## src/sv/lkc_pkg.sv

```systemverilog
// Shared types and constants of the letter cipher.
// Used by lkc_datapath, lkc_result_queue and lcg_keystream_letter_cipher.
package lkc_pkg;

    // Letter alphabet
    localparam logic [7:0] LETTER_BASE  = 8'd65;
    localparam logic [7:0] LETTER_COUNT = 8'd26;

    // Divide-by-26 for bytes: q = (c * 79) >> 11, exact for c < 256
    localparam logic [14:0] DIV_RECIP = 15'd79;
    localparam int          DIV_SHIFT = 11;

    // Register reset values
    localparam logic [15:0] MULT_RESET = 16'd52845;
    localparam logic [15:0] INCR_RESET = 16'd22719;

    // Cipher modes
    localparam logic MODE_ENCRYPT = 1'b0;
    localparam logic MODE_DECRYPT = 1'b1;

    // Register indexes
    typedef enum logic [1:0] {
        REG_MODE = 2'd0,
        REG_SEED = 2'd1,
        REG_MULT = 2'd2,
        REG_INCR = 2'd3
    } reg_index_t;

    typedef struct packed {
        logic        mode;
        logic [15:0] seed;
        logic [15:0] mult;
        logic [15:0] incr;
    } cfg_t;

    typedef struct packed {
        logic [7:0] data;
        logic       start;
        logic       last;
    } item_t;

    typedef struct packed {
        logic [7:0] data;
        logic       last;
    } beat_t;

    // Up to two result beats produced by one item
    typedef struct packed {
        logic [1:0] count;
        beat_t      first;
        beat_t      second;
    } result_t;

endpackage

```

## src/sv/lcg_keystream_letter_cipher.sv

```systemverilog
// Letter cipher top level: configuration registers, input register and glue.
// Depends on lkc_pkg, lkc_datapath and lkc_result_queue.
//
// Usage:
//   Input beats (data_char, msg_start, msg_end) move on in_valid/in_stall,
//   result beats (out_char, out_last) on out_valid/out_stall. A beat moves
//   at a rising edge with valid high and stall low.
//   Registers are written through cfg_wr_en/cfg_index/cfg_data while idle.
//   An accepted beat is held in the input register, then moves into the
//   two-slot result queue, whose head slot drives the output beat.
//   Throughput: decrypt takes one letter per cycle while the receiver does
//   not stall. Encrypt gives two letters per byte through the one-beat
//   output, so there the output limits how fast bytes are taken.
//   The input register waits until the queue has room for all results of
//   its beat; when the receiver stalls the queue fills and in_stall rises.
//   Reset clears the key, pairing state, queue and registers to their
//   defaults (multiplier 52845, increment 22719, encrypt mode).
module lcg_keystream_letter_cipher
(
    input  logic        clk,
    input  logic        rst_n,
    input  logic        cfg_wr_en,
    input  logic [1:0]  cfg_index,
    input  logic [15:0] cfg_data,
    input  logic        in_valid,
    output logic        in_stall,
    input  logic [7:0]  data_char,
    input  logic        msg_start,
    input  logic        msg_end,
    output logic        out_valid,
    input  logic        out_stall,
    output logic [7:0]  out_char,
    output logic        out_last
);

    lkc_pkg::cfg_t    cfg_reg;
    lkc_pkg::item_t   item_reg;
    logic             item_valid_reg;
    logic             item_valid_next;
    lkc_pkg::result_t res;
    lkc_pkg::beat_t   head;
    logic [1:0]       q_count;
    logic [2:0]       room;
    logic             pop;
    logic             fire;
    logic             accept;

    // Configuration registers
    always_ff @(posedge clk or negedge rst_n)
    begin
        if (!rst_n)
        begin
            cfg_reg.mode <= lkc_pkg::MODE_ENCRYPT;
            cfg_reg.seed <= '0;
            cfg_reg.mult <= lkc_pkg::MULT_RESET;
            cfg_reg.incr <= lkc_pkg::INCR_RESET;
        end
        else if (cfg_wr_en)
        begin
            case (lkc_pkg::reg_index_t'(cfg_index))
                lkc_pkg::REG_MODE: cfg_reg.mode <= cfg_data[0];
                lkc_pkg::REG_SEED: cfg_reg.seed <= cfg_data;
                lkc_pkg::REG_MULT: cfg_reg.mult <= cfg_data;
                lkc_pkg::REG_INCR: cfg_reg.incr <= cfg_data;
                default: cfg_reg <= cfg_reg;
            endcase
        end
    end

    // Handshake: process when the queue can take all results of the beat
    assign pop      = out_valid && !out_stall;
    assign room     = 3'd2 - {1'b0, q_count} + {2'd0, pop};
    assign fire     = item_valid_reg && ({1'b0, res.count} <= room);
    assign in_stall = item_valid_reg && !fire;
    assign accept   = in_valid && !in_stall;

    // Input register
    always_comb
    begin
        if (accept)
            item_valid_next = 1'b1;
        else if (fire)
            item_valid_next = 1'b0;
        else
            item_valid_next = item_valid_reg;
    end

    always_ff @(posedge clk or negedge rst_n)
    begin
        if (!rst_n)
            item_valid_reg <= 1'b0;
        else
            item_valid_reg <= item_valid_next;
    end

    always_ff @(posedge clk)
    begin
        if (accept)
        begin
            item_reg.data  <= data_char;
            item_reg.start <= msg_start;
            item_reg.last  <= msg_end;
        end
    end

    lkc_datapath u_datapath
    (
        .clk   (clk),
        .rst_n (rst_n),
        .cfg   (cfg_reg),
        .item  (item_reg),
        .fire  (fire),
        .res   (res)
    );

    lkc_result_queue u_queue
    (
        .clk        (clk),
        .rst_n      (rst_n),
        .push_en    (fire),
        .push       (res),
        .pop        (pop),
        .count      (q_count),
        .head_valid (out_valid),
        .head       (head)
    );

    assign out_char = head.data;
    assign out_last = head.last;

endmodule

```

## src/sv/lkc_datapath.sv

```systemverilog
// Cipher datapath: running key, letter pairing and key update.
// Depends on lkc_pkg.
module lkc_datapath
(
    input  logic            clk,
    input  logic            rst_n,
    input  lkc_pkg::cfg_t   cfg,
    input  lkc_pkg::item_t  item,
    input  logic            fire,
    output lkc_pkg::result_t res
);

    logic [15:0] key_reg;
    logic [15:0] key_next;
    logic [7:0]  held_reg;
    logic [7:0]  held_next;
    logic        phase_reg;
    logic        phase_next;

    logic [15:0] key_cur;
    logic        phase_cur;
    logic [7:0]  enc_c;
    logic [7:0]  dec_c;
    logic [7:0]  cbyte;
    logic [14:0] quot_prod;
    logic [3:0]  quot;
    logic [7:0]  rem;
    logic [15:0] key_sum;
    logic [31:0] key_prod;
    logic [15:0] key_adv;

    // Message start reloads key and pairing
    assign key_cur   = item.start ? cfg.seed : key_reg;
    assign phase_cur = item.start ? 1'b0 : phase_reg;

    // Cipher byte for either mode
    assign enc_c = item.data ^ key_cur[15:8];
    assign dec_c = (held_reg - lkc_pkg::LETTER_BASE) * lkc_pkg::LETTER_COUNT
                 + (item.data - lkc_pkg::LETTER_BASE);
    assign cbyte = (cfg.mode == lkc_pkg::MODE_DECRYPT) ? dec_c : enc_c;

    // Split into base-26 digits by reciprocal multiply
    assign quot_prod = {7'd0, enc_c} * lkc_pkg::DIV_RECIP;
    assign quot      = 4'(quot_prod >> lkc_pkg::DIV_SHIFT);
    assign rem       = enc_c - {4'd0, quot} * lkc_pkg::LETTER_COUNT;

    // Key update, modulo 2^16
    assign key_sum  = {8'd0, cbyte} + key_cur;
    assign key_prod = key_sum * cfg.mult;
    assign key_adv  = key_prod[15:0] + cfg.incr;

    // Results and next state
    always_comb
    begin
        res        = '0;
        key_next   = key_cur;
        held_next  = held_reg;
        phase_next = phase_cur;
        if (cfg.mode == lkc_pkg::MODE_ENCRYPT)
        begin
            res.count       = 2'd2;
            res.first.data  = lkc_pkg::LETTER_BASE + {4'd0, quot};
            res.first.last  = 1'b0;
            res.second.data = lkc_pkg::LETTER_BASE + rem;
            res.second.last = item.last;
            key_next        = key_adv;
        end
        else if (!phase_cur)
        begin
            // first letter of a pair; dropped if it ends the message
            res.count = 2'd0;
            if (!item.last)
            begin
                held_next  = item.data;
                phase_next = 1'b1;
            end
            else
            begin
                phase_next = 1'b0;
            end
        end
        else
        begin
            res.count      = 2'd1;
            res.first.data = dec_c ^ key_cur[15:8];
            res.first.last = item.last;
            res.second     = res.first;
            key_next       = key_adv;
            phase_next     = 1'b0;
        end
    end

    always_ff @(posedge clk or negedge rst_n)
    begin
        if (!rst_n)
        begin
            key_reg   <= '0;
            held_reg  <= '0;
            phase_reg <= 1'b0;
        end
        else if (fire)
        begin
            key_reg   <= key_next;
            held_reg  <= held_next;
            phase_reg <= phase_next;
        end
    end

endmodule

```

## src/sv/lkc_result_queue.sv

```systemverilog
// Two-slot result queue; slot 0 drives the output beat.
// Depends on lkc_pkg.
module lkc_result_queue
(
    input  logic             clk,
    input  logic             rst_n,
    input  logic             push_en,
    input  lkc_pkg::result_t push,
    input  logic             pop,
    output logic [1:0]       count,
    output logic             head_valid,
    output lkc_pkg::beat_t   head
);

    lkc_pkg::beat_t slot0_reg;
    lkc_pkg::beat_t slot0_next;
    lkc_pkg::beat_t slot1_reg;
    lkc_pkg::beat_t slot1_next;
    logic [1:0]     count_reg;
    logic [1:0]     count_next;

    lkc_pkg::beat_t rem0;
    logic [1:0]     rem_n;
    logic [1:0]     push_n;

    assign push_n = push_en ? push.count : 2'd0;

    // Drop the popped beat, then append new beats
    always_comb
    begin
        if (pop)
        begin
            rem0  = slot1_reg;
            rem_n = count_reg - 2'd1;
        end
        else
        begin
            rem0  = slot0_reg;
            rem_n = count_reg;
        end
        slot0_next = slot0_reg;
        slot1_next = slot1_reg;
        case (rem_n)
            2'd0:
            begin
                slot0_next = push.first;
                slot1_next = push.second;
            end
            2'd1:
            begin
                slot0_next = rem0;
                slot1_next = push.first;
            end
            default:
            begin
                slot0_next = slot0_reg;
                slot1_next = slot1_reg;
            end
        endcase
        count_next = rem_n + push_n;
    end

    always_ff @(posedge clk or negedge rst_n)
    begin
        if (!rst_n)
        begin
            count_reg <= 2'd0;
        end
        else
        begin
            count_reg <= count_next;
        end
    end

    // Payload slots, no reset
    always_ff @(posedge clk)
    begin
        slot0_reg <= slot0_next;
        slot1_reg <= slot1_next;
    end

    assign count      = count_reg;
    assign head_valid = (count_reg != 2'd0);
    assign head       = slot0_reg;

endmodule

```

## config.mk

```make
export PLATFORM = sky130hd
export DESIGN_NAME = lcg_keystream_letter_cipher
export DESIGN_NICKNAME = d
export VERILOG_FILES = /design/src/sv/lkc_pkg.sv /design/src/sv/lcg_keystream_letter_cipher.sv /design/src/sv/lkc_datapath.sv /design/src/sv/lkc_result_queue.sv
export SDC_FILE = /design/constraint.sdc
export NUM_CORES = 1
export LEC_CHECK = 0
export ABC_CLOCK_PERIOD_IN_PS = 24000
export BUFFER_PORTS_ARGS = -buffer_cell sky130_fd_sc_hd__buf_2
export CORE_ASPECT_RATIO = 1.1
export CORE_MARGIN = 8
export CORE_UTILIZATION = 30
export CTS_CLUSTER_DIAMETER = 100
export DETAILED_ROUTE_END_ITERATION = 8
export GPL_TIMING_DRIVEN = 0
export HOLD_SLACK_MARGIN = 0.08
export PLACE_DENSITY = 0.56
export SYNTH_ARGS = -nofsm -noshare
export SYNTH_HDL_FRONTEND = slang
export SYNTH_SLANG_ARGS = --single-unit
export TNS_END_PERCENT = 30
```

## constraint.sdc

```tcl
create_clock -name clk -period 24 [get_ports clk]
set_input_delay 2.4 -clock clk [delete_from_list [all_inputs] [get_ports clk]]
set_output_delay 2.4 -clock clk [all_outputs]
set_load 0.1 [all_outputs]
```

==> results of run 1 <==
worst max-delay path by stage:
stage                                 from                     end
finish              u_datapath.held_reg[0]  u_datapath.key_reg[15]
global route        u_datapath.held_reg[0]  u_datapath.key_reg[15]
CTS                 u_datapath.held_reg[0]  u_datapath.key_reg[15]
detailed placement  u_datapath.held_reg[0]  u_datapath.key_reg[15]
global placement    u_datapath.held_reg[0]  u_datapath.key_reg[15]
floorplan           u_datapath.held_reg[0]  u_datapath.key_reg[15]
per-stage QoR:
| step | hold WS [ns] | cells | utilization | setup WS (ns) |
|---|---|---|---|---|
| floorplan | 0.434 | 1239 | - | 14.00 |
| global placement | 0.458 | 1789 | 0.326 | 12.88 |
| detailed placement | 0.471 | 1792 | 0.328 | 12.85 |
| CTS | 0.492 | 1808 | 0.336 | 12.79 |
| global route | 0.508 | 1808 | 0.336 | 12.23 |
| finish | 0.489 | 1808 | 0.336 | 12.81 |
cell type report:
cell class | count | area (um2)
fill | 4056 | 26000
multi-input combinational | 850 | 8090
sequential | 104 | 2770
inverter | 248 | 931
tap | 507 | 634
timing repair buffer | 46 | 260
clock buffer | 9 | 225
buffer | 37 | 153
clock inverter | 7 | 93.8
worst max-delay path: cells and delay by family, from the launching register on:
kind / cells / cell delay, ns
AND/OR/NAND/NOR: 7 / 1.65
adder cells (fa/ha/maj): 13 / 5.52
XOR/XNOR: 5 / 1.11
buffers and inverters: 11 / 0.83
flip-flops: 1 / 0.45
AO/OA/AOI/OAI: 8 / 1.55
kinds of logic after synthesis:
family	after synthesis	synth area share
xor gates and xnor gates	93	0.0761
muxes	72	0.0673
adders and majority gates	255	0.340
buffers and inverters	285	0.0908
and+or+nand+nor	272	0.109
DFF	104	0.232
AOI/OAI and AO/OA	158	0.0851
metal layers:
metal	vias to the layer above	track usage	share of wire
met2	126	0.231	0.51
met3	43	0.0132	0.027
met1	4154	0.167	0.44
li1	4061	-	-
met5	-	0	0.00044
met4	2	0.0412	0.025
synth_stat cells, types with 3 or more instances:
master / instances / area [um2]
a211oi_2: 3 / 37.5
o31a_1: 3 / 26.3
nor2b_1: 13 / 81.3
mux2_2: 60 / 676
a31oi_1: 5 / 31.3
fa_1: 115 / 2300
nand3b_1: 3 / 22.5
nor3_1: 6 / 30.0
dfstp_2: 20 / 526
ha_1: 140 / 1750
o31ai_1: 6 / 45.0
xnor3_1: 3 / 67.6
nor3b_1: 3 / 22.5
and2_1: 51 / 319
a21o_1: 15 / 113
nand2b_1: 11 / 68.8
xor2_1: 18 / 158
xnor2_1: 66 / 578
mux2i_1: 10 / 100
o21bai_1: 7 / 52.6
inv_1: 247 / 927
o21ai_0: 42 / 210
dfrtp_1: 56 / 1400
clkbuf_1: 30 / 113
nand3_1: 7 / 35.0
nand2_1: 134 / 503
nor2_1: 29 / 109
o21a_1: 7 / 52.6
a21oi_1: 46 / 230
edfxtp_1: 28 / 841
buf_4: 3 / 22.5
xnor2_2: 4 / 65.1
o21ai_1: 5 / 25.0
==> results by group, run 1 <==
Outcome
  – Status: finished, final reports clean

Placed design
  – Hpwl dp: 24600 um
  – RePlAce Congestion: 0.856
  – Port Buffers: 43
  – Placed instance area: 0.0128 mm2

Clocking
  – CTS sink cnt: 104
  – Root Buffer: clkbuf_16
  – CTS HTree Levels: 3
  – Post_cts resized: 0
  – Post-CTS Hold Buffers: 0
  – Largest buffer count on any clock path: 2
  – Worst-skew pair later-pin latency: 0.37 ns
  – Clk slew on worst S/H paths: 0.08 ns
  – Setup bufs post-CTS: 0
  – Cts bufs inserted: 9
  – CTS tree: done

STA
  – Final setup viols: 0
  – Max-slew violation count: 0
  – Tmin final: 11.19 ns
  – Unrepaired setup endpoints after global routing: false
  – Hold Vio Cnt, Final: 0
  – Final TNS setup: 0 ns
  – Clock skew: 0.0116 ns
  – Max Fclk: 89.4 MHz
  – Least-Margin Pin Slew: 1.06 ns
  – Slew Limit Headroom: 0.288
  – Fin crit share: 0.466

Global route
  – Initial antenna violation count: 1
  – Largest net degree at the start of global routing: 62
  – Total grt overflow: 0
  – Global Route Usage Sum: 0.132
  – Via count of the first global-routing pass: 8929
  – First-pass GRT wire length: 47800 um

Worst setup path
  – Worst Reg-to-Reg Cells: 44
  – Critical path's slowest cell: fa_1
  – Crit path launch type: flip-flop
  – Worst R2R Setup Slack: 12.81 ns
  – Crit-path max FO: 7
  – Worst endpoint required time: 24.29 ns
  – Critical path arrival: 11.48 ns
  – Reg-to-Reg Start: u_datapath.held_reg[0]
  – CP endpoint kind: flip-flop
  – Worst r2r dst: u_datapath.key_reg[15]
  – Cell mode on critical path: inv_1
  – CP peak stage delay: 0.56 ns
  – Setup CP Type: flip-flop to flip-flop

Yosys
  – Synth unique cells: 66
  – Async set-reset flop share out of synthesis: 0.731
  – YS warnings: 0
  – Syn nets: 1527
  – Yosys reg bits: 104
  – Top FF cell, synth: dfrtp_1
  – Number of synthesized flops with an enable pin: 28
  – Sequential share of the synthesized area: 0.232
  – Post-synthesis cell count: 1239
  – Syn avg cell area: 9.64 um2
  – Synthesized area: 0.0119 mm2

Routing
  – DRC viols: 0
  – Vias per inst: 4.64
  – Wire per inst: 16.3 um
  – Drt total wl: 29400 um
  – Drt initial violations: 386
  – Antenna viol nets, final: 0
  – First-pass iteration count of the detailed router: 4
  – Via count: 8386

Floorplanning
  – Die Wd: 206 um
  – Core area: 0.0392 mm2
  – Initial cell density of the core: 0.305
  – Site Rows: 76
  – Die Footprint: 0.0464 mm2
  – Io pins: 44
  – Chip height: 225 um

Min path
  – Number of cells on the worst hold path: 2
  – Hold wc startpoint: u_datapath.key_reg[6]
  – Worst min-delay path endpoint: u_datapath.key_reg[6]
  – Hold Crit Class: flip-flop to flip-flop

Finish
  – Commonest non-fill, non-tap cell in the layout: inv_1
  – Share of cells above drive strength 1: 0.128
  – Diode count: 0
  – Area Overhead vs Synth: 10.2%
  – Most frequent cells in the layout: inv_1, ha_1, nand2_1
  – Cell area after layout: 0.0132 mm2
  – Final-stage net count: 1584
  – Max FFs per register: 49

Run
  – Max Cap Violations: 0
Power of run 1 is left out: the tool's default activity adds up to more than one toggle a clock period on the data nets, which glitch-free logic cannot reach.
==> inputs of run 2 (changes only) <==
--- a/config.mk
+++ b/config.mk
@@ -5,7 +5,7 @@
 export SDC_FILE = /design/constraint.sdc
 export NUM_CORES = 1
 export LEC_CHECK = 0
-export ABC_CLOCK_PERIOD_IN_PS = 24000
+export ABC_CLOCK_PERIOD_IN_PS = 11200
 export BUFFER_PORTS_ARGS = -buffer_cell sky130_fd_sc_hd__buf_2
 export CORE_ASPECT_RATIO = 1.1
 export CORE_MARGIN = 8
==> constraint.sdc (replaced) <==
create_clock -name clk -period 11.2 [get_ports clk]
set_input_delay 1.12 -clock clk [delete_from_list [all_inputs] [get_ports clk]]
set_output_delay 1.12 -clock clk [all_outputs]
set_load 0.1 [all_outputs]
==> run 2 against run 1 <==
Net effect:
- global-route usage barely moved
- flip-flop and latch count did not move
- maximum frequency rose by 3.6%
- first-iteration DRC count rose by 19%
- utilization rose by 0.11 points
- wire length rose by 0.36%
- design area rose by 0.33%
- critical path type unchanged
- largest cell class unchanged
- highest routed layer unchanged
==> results by group, run 2 (synthesis gave the netlist of run 1 again) <==
Finish
  – Fin util: 0.337 (+0.00112)
  – Share of cells above drive strength 1: 0.133 (+0.00548)
  – Diode count: 0 (unchanged)
  – Max FFs per register: 49 (unchanged)
  – Final-stage net count: 1583 (-0.063%)
  – Non-filler cells in the finished layout: 1807 (-0.055%)
  – Most frequent cells in the layout: inv_1, ha_1, nand2_1
  – Area Overhead vs Synth: 10.5%
  – Filler cell count: 4056 (unchanged)
  – Commonest non-fill, non-tap cell in the layout: inv_1

Floorplanning
  – Core area: 0.0392 mm2 (unchanged)
  – Die Footprint: 0.0464 mm2 (unchanged)
  – Chip height: 225 um (unchanged)
  – Initial cell density of the core: 0.305 (unchanged)
  – Die Wd: 206 um (unchanged)
  – Site Rows: 76 (unchanged)
  – Io pins: 44 (unchanged)

Routing
  – Vias per inst: 4.64 (about the same)
  – Drt total wl: 29500 um (+0.36%)
  – DRC viols: 0 (unchanged)
  – First-pass iteration count of the detailed router: 5 (+1)
  – Antenna viol nets, final: 0 (unchanged)
  – Wire per inst: 16.3 um (+0.42%)
  – Via count: 8387 (+0.012%)
  – Drt initial violations: 458 (+19%)

Worst setup path
  – CP top delay family: adder cells
  – Crit-path max FO: 9 (+2)
  – CP endpoint kind: flip-flop
  – Cell mode on critical path: inv_1
  – WP buf/inv: 11 (unchanged)
  – Worst endpoint required time: 11.49 ns (-12.80 ns)
  – CP peak stage delay: 0.85 ns (+0.29 ns)
  – Critical path's slowest cell: xnor2_1
  – Crit path launch type: flip-flop
  – Critical path arrival: 11.09 ns (-0.39 ns)
  – Setup CP Type: flip-flop to flip-flop

Clocking
  – Post-CTS Hold Buffers: 0 (unchanged)
  – CTS tree: done
  – CTS HTree Levels: 3 (unchanged)
  – Largest buffer count on any clock path: 2 (unchanged)
  – Root Buffer: clkbuf_16
  – Cts bufs inserted: 9 (unchanged)
  – CTS sink cnt: 104 (unchanged)
  – Clk slew on worst S/H paths: 0.09 ns (about the same)
  – Worst-skew pair later-pin latency: 0.37 ns (about the same)

Placed design
  – Port Buffers: 43 (unchanged)
  – Hpwl dp: 24600 um (unchanged)
  – Placed insts: 1792 (unchanged)
  – RePlAce Congestion: 0.856 (unchanged)
  – Pre-CTS WS: 0.0492 ns (-12.80 ns)

Min path
  – Hold Crit Class: flip-flop to flip-flop

STA
  – Max Fclk: 92.6 MHz (+3.6%)
  – Tmin final: 10.80 ns (-0.392 ns)
  – Final hold slack: 0.489 ns (-0.000557 ns)
  – Post-route setup slack: 0.403 ns (-12.41 ns)
  – Fin crit share: 0.964 (+0.498)
  – Max-slew violation count: 0 (unchanged)
  – Clock skew: 0.0123 ns (+0.000684 ns)
  – Hold Vio Cnt, Final: 0 (unchanged)
  – Slew Limit Headroom: 0.283 (-0.00462)
  – Final setup viols: 0 (unchanged)
  – Least-Margin Pin Slew: 1.07 ns (+0.00689 ns)

Global route
  – Initial antenna violation count: 1 (unchanged)
  – Largest net degree at the start of global routing: 62 (unchanged)
  – Total grt overflow: 0 (unchanged)
  – Global Route Usage Sum: 0.132 (about the same)
  – First-pass GRT wire length: 47800 um (about the same)
  – Via count of the first global-routing pass: 8929 (unchanged)

Run
  – Max Cap Violations: 0 (unchanged)

Outcome
  – Status: finished, final reports clean
## run 2: path summary, 6_finish.rpt
check | endpoint | depth (start not counted) | startpoint | slack [ns]
max | u_datapath.key_reg[15] | 42 | u_datapath.held_reg[0] | 0.40
max in group asynchronous | cfg_reg[14] | 2 | rst_n | 9.95
min reg2reg | u_datapath.key_reg[6] | 2 | u_datapath.key_reg[6] | 0.49
min in group asynchronous | cfg_reg[34] | 1 | rst_n | 0.61
max reg2reg | u_datapath.key_reg[15] | 42 | u_datapath.held_reg[0] | 0.40
min | u_datapath.key_reg[6] | 2 | u_datapath.key_reg[6] | 0.49
## run 2: what timing repair did
action | CTS | global route
setup buffers | 0 | 0
gates resized for setup | 1 | 10
endpoints found under the setup margin | 1 | 1
pin swaps | 0 | 1
## run 2: worst reg2reg max path, delay by kind of cell (launching register included)
kind                     cells  cell delay [ns]
adder cells (fa/ha/maj)     14             5.81
AO/OA/AOI/OAI                7             1.18
XOR/XNOR                     6             2.11
AND/OR/NAND/NOR              4             0.59
flip-flops                   1             0.42
buffers and inverters       11             0.62
## run 2: through the flow
step	TNS, ns	instance area, um2
after global routing	-0.0122	13200
after detailed placement	0	12800
after floorplan	0	11900
final	0	13200
after global placement	0	12800
after CTS	0	13200
## run 2: metal layers
layer,up-vias,global-route usage,routed length (um)
met5,-,0,13
met4,2,0.0412,778
met3,45,0.0132,717
met2,110,0.231,15100
met1,4173,0.167,12900
li1,4057,-,-
## run 2: final cells by class
| cell class | count | area, um2 | area share |
|---|---|---|---|
| multi-input cells | 850 | 8130 | 0.616 |
| clock inverters | 7 | 93.8 | 0.00711 |
| clock buffers | 9 | 225 | 0.0171 |
| repair buffers | 46 | 260 | 0.0197 |
| inverters | 248 | 931 | 0.0705 |
| well taps | 507 | 634 | 0.0481 |
| flip-flops and latches | 104 | 2770 | 0.210 |
| plain buffers | 36 | 149 | 0.0113 |
Power of run 2 is left out for the same reason.
